File: src/rtvcr_pkg.sv
package rtvcr_pkg;

  // Stream word layout of the input channel.
  localparam int IN_DATA_W  = 72;
  localparam int OUT_DATA_W = 8;
  localparam int SLOT_LSB   = 0;
  localparam int SLOT_W     = 5;
  localparam int TAZ_LSB    = 5;
  localparam int AZ_W       = 15;
  localparam int TRG_LSB    = 20;
  localparam int RG_W       = 16;
  localparam int CAZ_LSB    = 36;
  localparam int CRG_LSB    = 51;

  // Configuration port.
  localparam int CFG_INDEX_W = 3;
  localparam int CFG_DATA_W  = 16;

  localparam logic [CFG_INDEX_W-1:0] REG_RENDER_ENABLE      = 3'd0;
  localparam logic [CFG_INDEX_W-1:0] REG_ACTIVE_TRACKS      = 3'd1;
  localparam logic [CFG_INDEX_W-1:0] REG_AZ_GAP_GAIN        = 3'd2;
  localparam logic [CFG_INDEX_W-1:0] REG_AZ_CORRECTION_GAIN = 3'd3;
  localparam logic [CFG_INDEX_W-1:0] REG_RANGE_GAP_GAIN     = 3'd4;
  localparam logic [CFG_INDEX_W-1:0] REG_INTENSITY_GAIN     = 3'd5;
  localparam logic [CFG_INDEX_W-1:0] REG_INV_RANGE_SPAN     = 3'd6;

  localparam logic        RST_RENDER_ENABLE      = 1'b1;
  localparam logic [5:0]  RST_ACTIVE_TRACKS      = 6'd25;
  localparam logic [15:0] RST_AZ_GAP_GAIN        = 16'd512;
  localparam logic [15:0] RST_AZ_CORRECTION_GAIN = 16'd256;
  localparam logic [15:0] RST_RANGE_GAP_GAIN     = 16'd25600;
  localparam logic [15:0] RST_INTENSITY_GAIN     = 16'd256;
  localparam logic [15:0] RST_INV_RANGE_SPAN     = 16'd655;

  // A level of one in Q1.16.
  localparam logic [16:0] LEVEL_ONE = 17'h10000;

  typedef enum logic [3:0] {
    ST_IDLE,
    ST_RANGE_MUL,
    ST_CORR_MUL,
    ST_CORR_SUB,
    ST_CORR_CLAMP,
    ST_ISSUE,
    ST_DRAIN,
    ST_DONE
  } state_t;

  typedef struct packed {
    logic        render_enable;
    logic [5:0]  active_tracks;
    logic [15:0] az_gap_gain;
    logic [15:0] az_correction_gain;
    logic [15:0] range_gap_gain;
    logic [15:0] intensity_gain;
    logic [15:0] inv_range_span;
  } cfg_t;

  // Commands from the controller to the datapath.
  typedef struct packed {
    logic load_wr;
    logic cell_cap;
    logic ratio_mul;
    logic corr_mul;
    logic corr_sub;
    logic corr_clamp;
    logic track_rd;
    logic out_load;
  } dp_cmd_t;

  typedef struct packed {
    logic pipe_busy;
  } dp_status_t;

  // One minus a scaled gap, clamped to 0..1: 65536 - (amount >> 8).
  function automatic logic [16:0] level_from(input logic [40:0] amount);
    logic [32:0] sub;
    logic [16:0] lvl;
    sub = amount[40:8];
    if (|sub[32:16]) begin
      lvl = '0;
    end else begin
      lvl = LEVEL_ONE - {1'b0, sub[15:0]};
    end
    return lvl;
  endfunction

endpackage

File: src/rtvcr_regs.sv
module rtvcr_regs
  import rtvcr_pkg::*;
(
  input  logic                   clk,
  input  logic                   rst_n,
  input  logic                   cfg_valid,
  output logic                   cfg_ready,
  input  logic [CFG_INDEX_W-1:0] cfg_index,
  input  logic [CFG_DATA_W-1:0]  cfg_data,
  output cfg_t                   cfg
);

  cfg_t cfg_r;
  cfg_t cfg_nxt;

  assign cfg_ready = 1'b1;

  // Register write decode; an unknown index changes nothing.
  always_comb begin
    cfg_nxt = cfg_r;
    if (cfg_valid) begin
      case (cfg_index)
        REG_RENDER_ENABLE:      cfg_nxt.render_enable      = cfg_data[0];
        REG_ACTIVE_TRACKS:      cfg_nxt.active_tracks      = cfg_data[5:0];
        REG_AZ_GAP_GAIN:        cfg_nxt.az_gap_gain        = cfg_data;
        REG_AZ_CORRECTION_GAIN: cfg_nxt.az_correction_gain = cfg_data;
        REG_RANGE_GAP_GAIN:     cfg_nxt.range_gap_gain     = cfg_data;
        REG_INTENSITY_GAIN:     cfg_nxt.intensity_gain     = cfg_data;
        REG_INV_RANGE_SPAN:     cfg_nxt.inv_range_span     = cfg_data;
        default: ;
      endcase
    end
  end

  always_ff @(posedge clk) begin
    if (!rst_n) begin
      cfg_r.render_enable      <= RST_RENDER_ENABLE;
      cfg_r.active_tracks      <= RST_ACTIVE_TRACKS;
      cfg_r.az_gap_gain        <= RST_AZ_GAP_GAIN;
      cfg_r.az_correction_gain <= RST_AZ_CORRECTION_GAIN;
      cfg_r.range_gap_gain     <= RST_RANGE_GAP_GAIN;
      cfg_r.intensity_gain     <= RST_INTENSITY_GAIN;
      cfg_r.inv_range_span     <= RST_INV_RANGE_SPAN;
    end else begin
      cfg_r <= cfg_nxt;
    end
  end

  assign cfg = cfg_r;

endmodule

File: config.mk
export PLATFORM = sky130hd
export DESIGN_NAME = rtvcr_regs
export DESIGN_NICKNAME = d
export VERILOG_FILES = /design/src/rtvcr_pkg.sv /design/src/rtvcr_regs.sv
export SDC_FILE = /design/constraint.sdc
export NUM_CORES = 1
export LEC_CHECK = 0
export BUFFER_PORTS_ARGS = -buffer_cell sky130_fd_sc_hd__buf_2
export CORE_ASPECT_RATIO = 1.1
export CORE_UTILIZATION = 27
export CTS_BUF_LIST = sky130_fd_sc_hd__clkbuf_16
export CTS_CLUSTER_SIZE = 40
export DETAILED_ROUTE_END_ITERATION = 16
export MAX_ROUTING_LAYER = met4
export PLACE_DENSITY_LB_ADDON = 0.1
export REMOVE_ABC_BUFFERS = 1
export SETUP_SLACK_MARGIN = 0.15
export SLEW_MARGIN = 20
export SYNTH_ARGS = -nofsm -noshare
export SYNTH_HDL_FRONTEND = slang
export SYNTH_SLANG_ARGS = --single-unit
export TNS_END_PERCENT = 30
File: constraint.sdc
create_clock -name clk -period 1.61 [get_ports clk]
set_input_delay 0.0805 -clock clk [delete_from_list [all_inputs] [get_ports clk]]
set_output_delay 0.0805 -clock clk [all_outputs]
set_load 0.05 [all_outputs]
# Word level (Yosys, flattened, before mapping)
# Cells that the tools add are included.
# Widths: inputs -> output; s select.
[word_totals] regBits=87 input_bits=22 output_inout_bits=88 word_cells=21
[classes] n_eq_ne=6 n_reduce_logical=8
[op_table] op="$reduce_and 2->1" n=7
[op_table] op="$eq 3x3->1 const B" n=3
[op_table] op="$eq 3x2->1 const B" n=2
[op_table] op="$eq 3x1->1 const B" n=1
[op_table] op="$logic_not 3->1" n=1

# Logic depth before layout (Yosys ltp)
# Gate-level depths: netlist of the first run.
[depth] ltp_word=2 depth_mapped=5 mapped_depth_nobuf=2

# Least setup slack after synthesis of the first run
# No wires, ideal clock.
[synth_path] path_kind="register -> register" from="reg cfg[10] (netlist name)" to="reg cfg_r, in the netlist cfg[10]" setup_ns=0.072 arrival_ns=0.813 required_time_ns=1.538 setup_slack_ns=0.725 path_stages_with_launch=3 n_path_buf=0 period_less_slack_ns=0.885 cell_sequence="dfxtp_1 nand2_1 mux2i_1"
[synth_lines] element="to (signal assigned)" line_no="rtvcr_regs.sv:45" rtl="cfg_r <= cfg_nxt;"
[synth_lines] element="to (decl)" line_no="rtvcr_regs.sv:13" rtl="cfg_t cfg_r;"

# Final worst setup path of the first run
[layout_path] from="reg cfg_r, in the netlist cfg[18]" to="out cfg[18] (netlist bit)"
[layout_lines] element="to (decl)" line_no="rtvcr_regs.sv:10" rtl="output cfg_t cfg"
# No word-level cell between the ends.

==> results.json, run 1 <==
{
  "finalHoldViolations": 0,
  "grt_overflow": 0,
  "drc_errors": 0,
  "vias_per_cell": 4.38,
  "grt.total_usage_pct": 14.9,
  "drt_iter0_markers": 96,
  "r2r.worst_path.cells": 2,
  "ys_async_sr_fraction_pct": 0,
  "routed_wl_um": 8950,
  "holdCritPathClass": "in2reg",
  "cts_resized": 0,
  "cts_made_buffers": 9,
  "synth_seq_area_share_pct": 50.5,
  "yosysWarnings": 0,
  "routedWlPerCell_um": 15.2,
  "insertion_delay_ns": 0.33,
  "fillerInstances": 1290,
  "crit_cells": 1,
  "io_pins": 110,
  "nets": 451,
  "path_buf_inv": 1,
  "largest_reg_flops": 87,
  "die_y_um": 121,
  "port_buffers": 108,
  "cp-start-kind": "flip-flop",
  "crit_family": "flip-flops",
  "initial_core_util_pct": 28.2,
  "peakVddDrop_v": 0.000557,
  "post_cts_buffers": 0,
  "die_width_um": 110,
  "drv_cap": 0,
  "die_area_um2": 13200,
  "outcome": "finished, final reports clean",
  "crit_required_ns": 1.53,
  "place_congestion": 0.705,
  "diodes": 0,
  "slew_viol_final": 0,
  "ctsHoldBuffers": 0,
  "worst_ep_arrival_time_ns": 1.00,
  "drive_above_1_share_pct": 30.9,
  "syn_avg_cell_area_um2": 10.5,
  "finalClockSkew_ns": 0,
  "fmax_ghz": 0.922,
  "clk_pin_slew_ns": 0.06,
  "tns_ns": 0,
  "grt_pass1_vias": 2578,
  "crit_path_end_kind": "primary output",
  "synthCells": 329,
  "crit_chain": "buf_2",
  "worst_pin_slew_ns": 0.546,
  "cp_slowest_cell": "dfxtp_1",
  "dp_hpwl_um": 6330,
  "coreArea_um2": 12200,
  "grt_pass1_wl_um": 14200,
  "path_class": "reg2out",
  "finalInstanceArea_um2": 4400,
  "rsz0062_at_grt": "no",
  "htree_levels": 3,
  "synth-edff-count": 0,
  "synth_area_um2": 3450,
  "whs_path_depth": 3,
  "period_share_pct": 67.4,
  "route.vias.total": 2578,
  "fin_crit_ns": 1.09,
  "syn_to_final_growth_pct": 27.5,
  "cts.sinks": 87,
  "ys_types": 18,
  "placed_cell_area_um2": 4090,
  "cp_max_fo": 2,
  "first_pass_iters": 4,
  "finalSetupViolCount": 0,
  "power.leakage_nw": 2.23,
  "maxSlewHeadroom_pct": 63.4,
  "root_buffer": "clkbuf_16",
  "antenna_found_initial": 0,
  "synth_seq_cells": 87,
  "cts_tree": "built",
  "clockBufferDepth": 2,
  "ant_nets": 0,
  "p_per_area_nw_per_um2": 1110,
  "placementRows": 42,
  "ys.flop_type": "dfxtp_1",
  "grt_max_degree": 34,
  "cpPeakStageDelay_ns": 0.38
}
==> placed cells by master, fill, tap and decap left out, drive strengths merged <==
master,netlist,layout
nor4b,1,1
conb,1,1
and4bb,2,2
nor2b,27,27
nand4b,3,3
bufinv,0,2
mux2i,87,87
and4b,2,2
buf,23,118
clkinv,0,3
dfxtp,87,87
inv,0,2
nand2,87,87
clkbuf,6,9
nand4bb,3,3
==> through the flow <==
step / power [mW] / cells / utilization, % / setup slack, ns / hold WS, ns
5_1_grt: 5.07 / 588 / 35.9 / 0.497 / 0.0247
3_5_place_dp: 2.77 / 572 / 33.4 / 0.368 / 0.366
6_report: 4.88 / 588 / 35.9 / 0.525 / 0.0116
3_3_place_gp: 2.76 / 572 / 33.4 / 0.429 / 0.354
2_1_floorplan: 2.57 / 300 / - / 0.648 / 0.228
4_1_cts: 4.96 / 588 / 35.9 / 0.509 / 0.00705
==> cells by family (layout without fill, tap and decap cells) <==
group	after synthesis	after routing	synth area share (%)
other	1	1	0.109
AND/OR/NAND/NOR	125	125	18.6
buffers and inverters	29	134	5.55
flip-flops	87	87	50.5
multiplexers	87	87	25.3
==> power by group <==
part           switching (mW)  internal (mW)  leakage, nW
Sequential             0.0246           2.20        0.705
Combinational           0.345          0.142         1.37
Clock                   0.835           1.33        0.157
Total                    1.20           3.68         2.23
==> final cells by class <==
class | instances | area (um^2) | share of cell area, %
clock buffer | 9 | 225 | 5.12
sequential | 87 | 1740 | 39.6
timing repair buffer | 118 | 643 | 14.6
tap | 154 | 193 | 4.38
multi-input combinational | 213 | 1520 | 34.5
clock inverter | 7 | 80.1 | 1.82
==> metal layers <==
layer / GRT usage, % / wire length (um) / vias up
li1: - / - / 1285
met1: 18.9 / 4250 / 1201
met2: 22.7 / 4050 / 80
met3: 3.50 / 498 / 12
met4: 6.00 / 155 / 0
met5: - / 0 / -
==> synthesized netlist by cell type, types with 2 or more instances <==
cell type / number / share of area, %
mux2i_1: 87 / 25
nand4b_1: 2 / 0.51
clkbuf_1: 5 / 0.54
nand4bb_1: 2 / 0.65
buf_2: 11 / 1.6
dfxtp_1: 87 / 51
buf_4: 7 / 1.5
and4bb_2: 2 / 0.73
and4b_1: 2 / 0.58
nand2_1: 87 / 9.5
buf_6: 4 / 1.3
nor2b_1: 27 / 4.9
==> final timing paths <==
check | slack (ns) | endpoint | from
worst max-delay path | 0.52 | cfg[18] | cfg[18]
worst min-delay path | 0.01 | cfg[7] | cfg_data[7]
worst max register to register | 0.96 | cfg[81] | cfg[81]
worst min register to register | 0.46 | cfg[68] | cfg[68]
(Power assumes the default switching activity.)
==> inputs of run 2 (changes only) <==
--- a/config.mk
+++ b/config.mk
@@ -5,6 +5,7 @@
 export SDC_FILE = /design/constraint.sdc
 export NUM_CORES = 1
 export LEC_CHECK = 0
+export ABC_AREA = 1
 export BUFFER_PORTS_ARGS = -buffer_cell sky130_fd_sc_hd__buf_2
 export CORE_ASPECT_RATIO = 1.1
 export CORE_UTILIZATION = 27
==> constraint.sdc (replaced) <==
create_clock -name clk -period 0.9 [get_ports clk]
set_input_delay 0.045 -clock clk [delete_from_list [all_inputs] [get_ports clk]]
set_output_delay 0.045 -clock clk [all_outputs]
set_load 0.05 [all_outputs]
==> run 2 against run 1 <==
  * The flow now finishes with violations (hold timing)
  * Routed wire length increased by 22%
  * Clock power up 50%
  * Sequential power is 86% higher
  * Critical endpoint is now cfg[41]
==> results.json, run 2 <==
{
  "outcome": "complete, but fails checks",
  "violations": "hold timing",
  "first_pass_iters": 6,
  "synth_commonest_cells": "144 x nor2_1, 108 x nand2_1, 88 x nand3_1, 87 x dfxtp_1, 20 x inv_1",
  "path_class": "reg2out",
  "grt_overflow": 0,
  "synth_seq_cells": 87,
  "antenna_found_initial": 0,
  "timing.rr.end": "cfg[23]",
  "finalHoldViolations": 1,
  "syn_to_final_growth_pct": 63.4,
  "cts_tree": "built",
  "power.leakage_nw": 2.52,
  "routed_wl_um": 10900,
  "min_to": "cfg[86]",
  "period_share_pct": 99.7,
  "synth.most_common_cell": "nor2_1",
  "drv_cap": 0,
  "mostFrequentLayoutCell": "nor2_1",
  "place_congestion": 0.780,
  "rsz0062_at_grt": "yes",
  "coreArea_um2": 12600,
  "grt_max_degree": 44,
  "yosysWarnings": 0,
  "r2r-start": "cfg[23]",
  "fmax_ghz": 1.11,
  "crit_required_ns": 0.85,
  "hold_ws_ns": -0.000290,
  "crit_path_end_kind": "primary output",
  "grt_pass1_wl_um": 17600,
  "synth_top_area_share_pct": 50.2,
  "grt_pass1_vias": 3277,
  "layout_common_cells": "144 x nor2_1, 107 x nand2_1, 88 x nand3_1",
  "synth-edff-count": 0,
  "p_per_area_nw_per_um2": 1610,
  "whs_path_depth": 3,
  "holdCritPathClass": "in2reg",
  "crit_family": "flip-flops",
  "clockBufferDepth": 2,
  "cp-start-kind": "flip-flop",
  "fin_crit_ns": 0.897,
  "port_buffers": 108,
  "stdcell_count": 775,
  "initial_core_util_pct": 27.5,
  "ys_async_sr_fraction_pct": 0,
  "dr_wl_met2_um": 5230,
  "cp_max_fo": 2,
  "htree_levels": 3,
  "diodes": 0,
  "clk_pin_slew_ns": 0.06,
  "largest_reg_flops": 87,
  "r2r.worst_path.cells": 3,
  "drive_above_1_share_pct": 38.8,
  "route.vias.total": 3420,
  "nets": 638,
  "die_area_um2": 13300,
  "cp_slowest_cell": "dfxtp_2",
  "crit_chain": "buf_8",
  "die_y_um": 121,
  "slew_viol_final": 0,
  "synthCells": 490,
  "reg2reg_slack_ns": 0.20,
  "cpPeakStageDelay_ns": 0.36,
  "root_buffer": "clkbuf_16",
  "ant_nets": 0,
  "ys.flop_type": "dfxtp_1",
  "hp-start": "cfg_data[0]",
  "placed_cells": 747,
  "synth_top_cell_by_area": "dfxtp_1",
  "grt.total_usage_pct": 18.2,
  "synth_seq_area_share_pct": 50.2,
  "ys_types": 16,
  "synth_area_um2": 3470,
  "routedWlPerCell_um": 14.1,
  "finalClockSkew_ns": 0,
  "peakVddDrop_v": 0.000748,
  "wl_met3_um": 406,
  "finalSetupViolCount": 0,
  "placementRows": 43,
  "drc_errors": 0,
  "syn_avg_cell_area_um2": 7.08,
  "io_pins": 110,
  "insertion_delay_ns": 0.34,
  "dp_hpwl_um": 7430,
  "drt_iter0_markers": 93,
  "cts.sinks": 87,
  "cts_made_buffers": 9,
  "vias_per_cell": 4.41,
  "worst_ep_arrival_time_ns": 0.85,
  "path_buf_inv": 1,
  "drt-met1-wl_um": 5050,
  "die_width_um": 110,
  "top_layer": "met4",
  "ys_top_cells_by_area": "dfxtp_1 50%, nor2_1 16%, nand3_1 13%, nand2_1 12%, inv_1 2.2%"
}
-- run 2: cell count changes in the layout (fill, tap and decap cells not counted), moves of 5 or more --
| cell | previous run | this run |
|---|---|---|
| buf_12 | 2 | 8 |
| buf_2 | 107 | 21 |
| buf_4 | 9 | 15 |
| buf_8 | 0 | 87 |
| dfxtp_1 | 87 | 0 |
| dfxtp_2 | 0 | 86 |
| dlygate4sd3_1 | 0 | 12 |
| inv_1 | 2 | 20 |
| mux2i_1 | 87 | 0 |
| nand2_1 | 87 | 107 |
| nand3_1 | 0 | 88 |
| nor2_1 | 0 | 144 |
| nor2_4 | 0 | 5 |
| nor2b_1 | 27 | 0 |
-- run 2: how the worst max path moves through the flow --
stage | from | end | slack (ns) | depth (start not counted)
after CTS | cfg[41] | cfg[41] | -0.006 | 1
after global routing | cfg[41] | cfg[41] | -0.02 | 1
final | cfg[41] | cfg[41] | 0.003 | 1
after floorplan | cfg_index[2] | cfg[0] | -0.39 | 5
after global placement | cfg_index[2] | cfg[46] | -0.1 | 7
after detailed placement | cfg_index[2] | cfg[27] | -0.11 | 6
-- run 2: cell families (layout without fill, tap and decap cells) --
logic type | after synthesis | count (layout) | synth area share [%]
simple gates | 349 | 349 | 42.3
flops | 87 | 87 | 50.2
other cells | 1 | 1 | 0.108
buf+inv | 50 | 178 | 6.93
compound gates | 3 | 3 | 0.433
-- run 2: through the flow --
stage | total power, mW | setup slack, ns | cell area [um^2] | setup TNS (ns) | utilization (%)
global route | 9.48 | -0.0190 | 5670 | -0.126 | 45.0
finish | 9.10 | 0.00280 | 5670 | 0 | 45.0
CTS | 9.19 | -0.00626 | 5640 | -0.0167 | 44.8
floorplan | 5.03 | -0.394 | 3310 | -20.78 | -
global placement | 5.54 | -0.0992 | 4300 | -4.17 | 34.1
detailed placement | 5.55 | -0.107 | 4300 | -4.52 | 34.1
-- run 2: layout make-up --
cell class                      count  area, um^2
Clock buffer                        9         225
Multi-Input combinational cell    353        1490
Sequential cell                    87        1850
Timing Repair Buffer              143        1800
Inverter                           22        82.6
Clock inverter                      4        16.3
Tap cell                          157         196
Fill cell                        1295        6920
-- run 2: where the power goes --
group,internal (mW),switching (mW)
clock network,1.79,1.46
registers,4.01,0.125
logic,0.671,1.04
total,6.48,2.63
-- run 2: worst min-delay path, delay by kind of cell --
family                 cells  cell delay (ns)
buffers and inverters      1             0.12
and+or+nand+nor            2             0.14
-- run 2: routing by layer --
layer  global-route usage, %  vias up
li1                        -     1772
met1                    23.4     1563
met2                    28.4       70
met3                    2.85       15
met4                    7.33        0
met5                       -        -
-- run 2: timing repair --
action / CTS / global route
gates resized for setup: 348 / 2
endpoints found under the setup margin: 87 / 91
hold buffers: 12 / 0
endpoints found under the hold margin: 15 / 0
pin swaps: 0 / 2
buffers inserted: 0 / 3
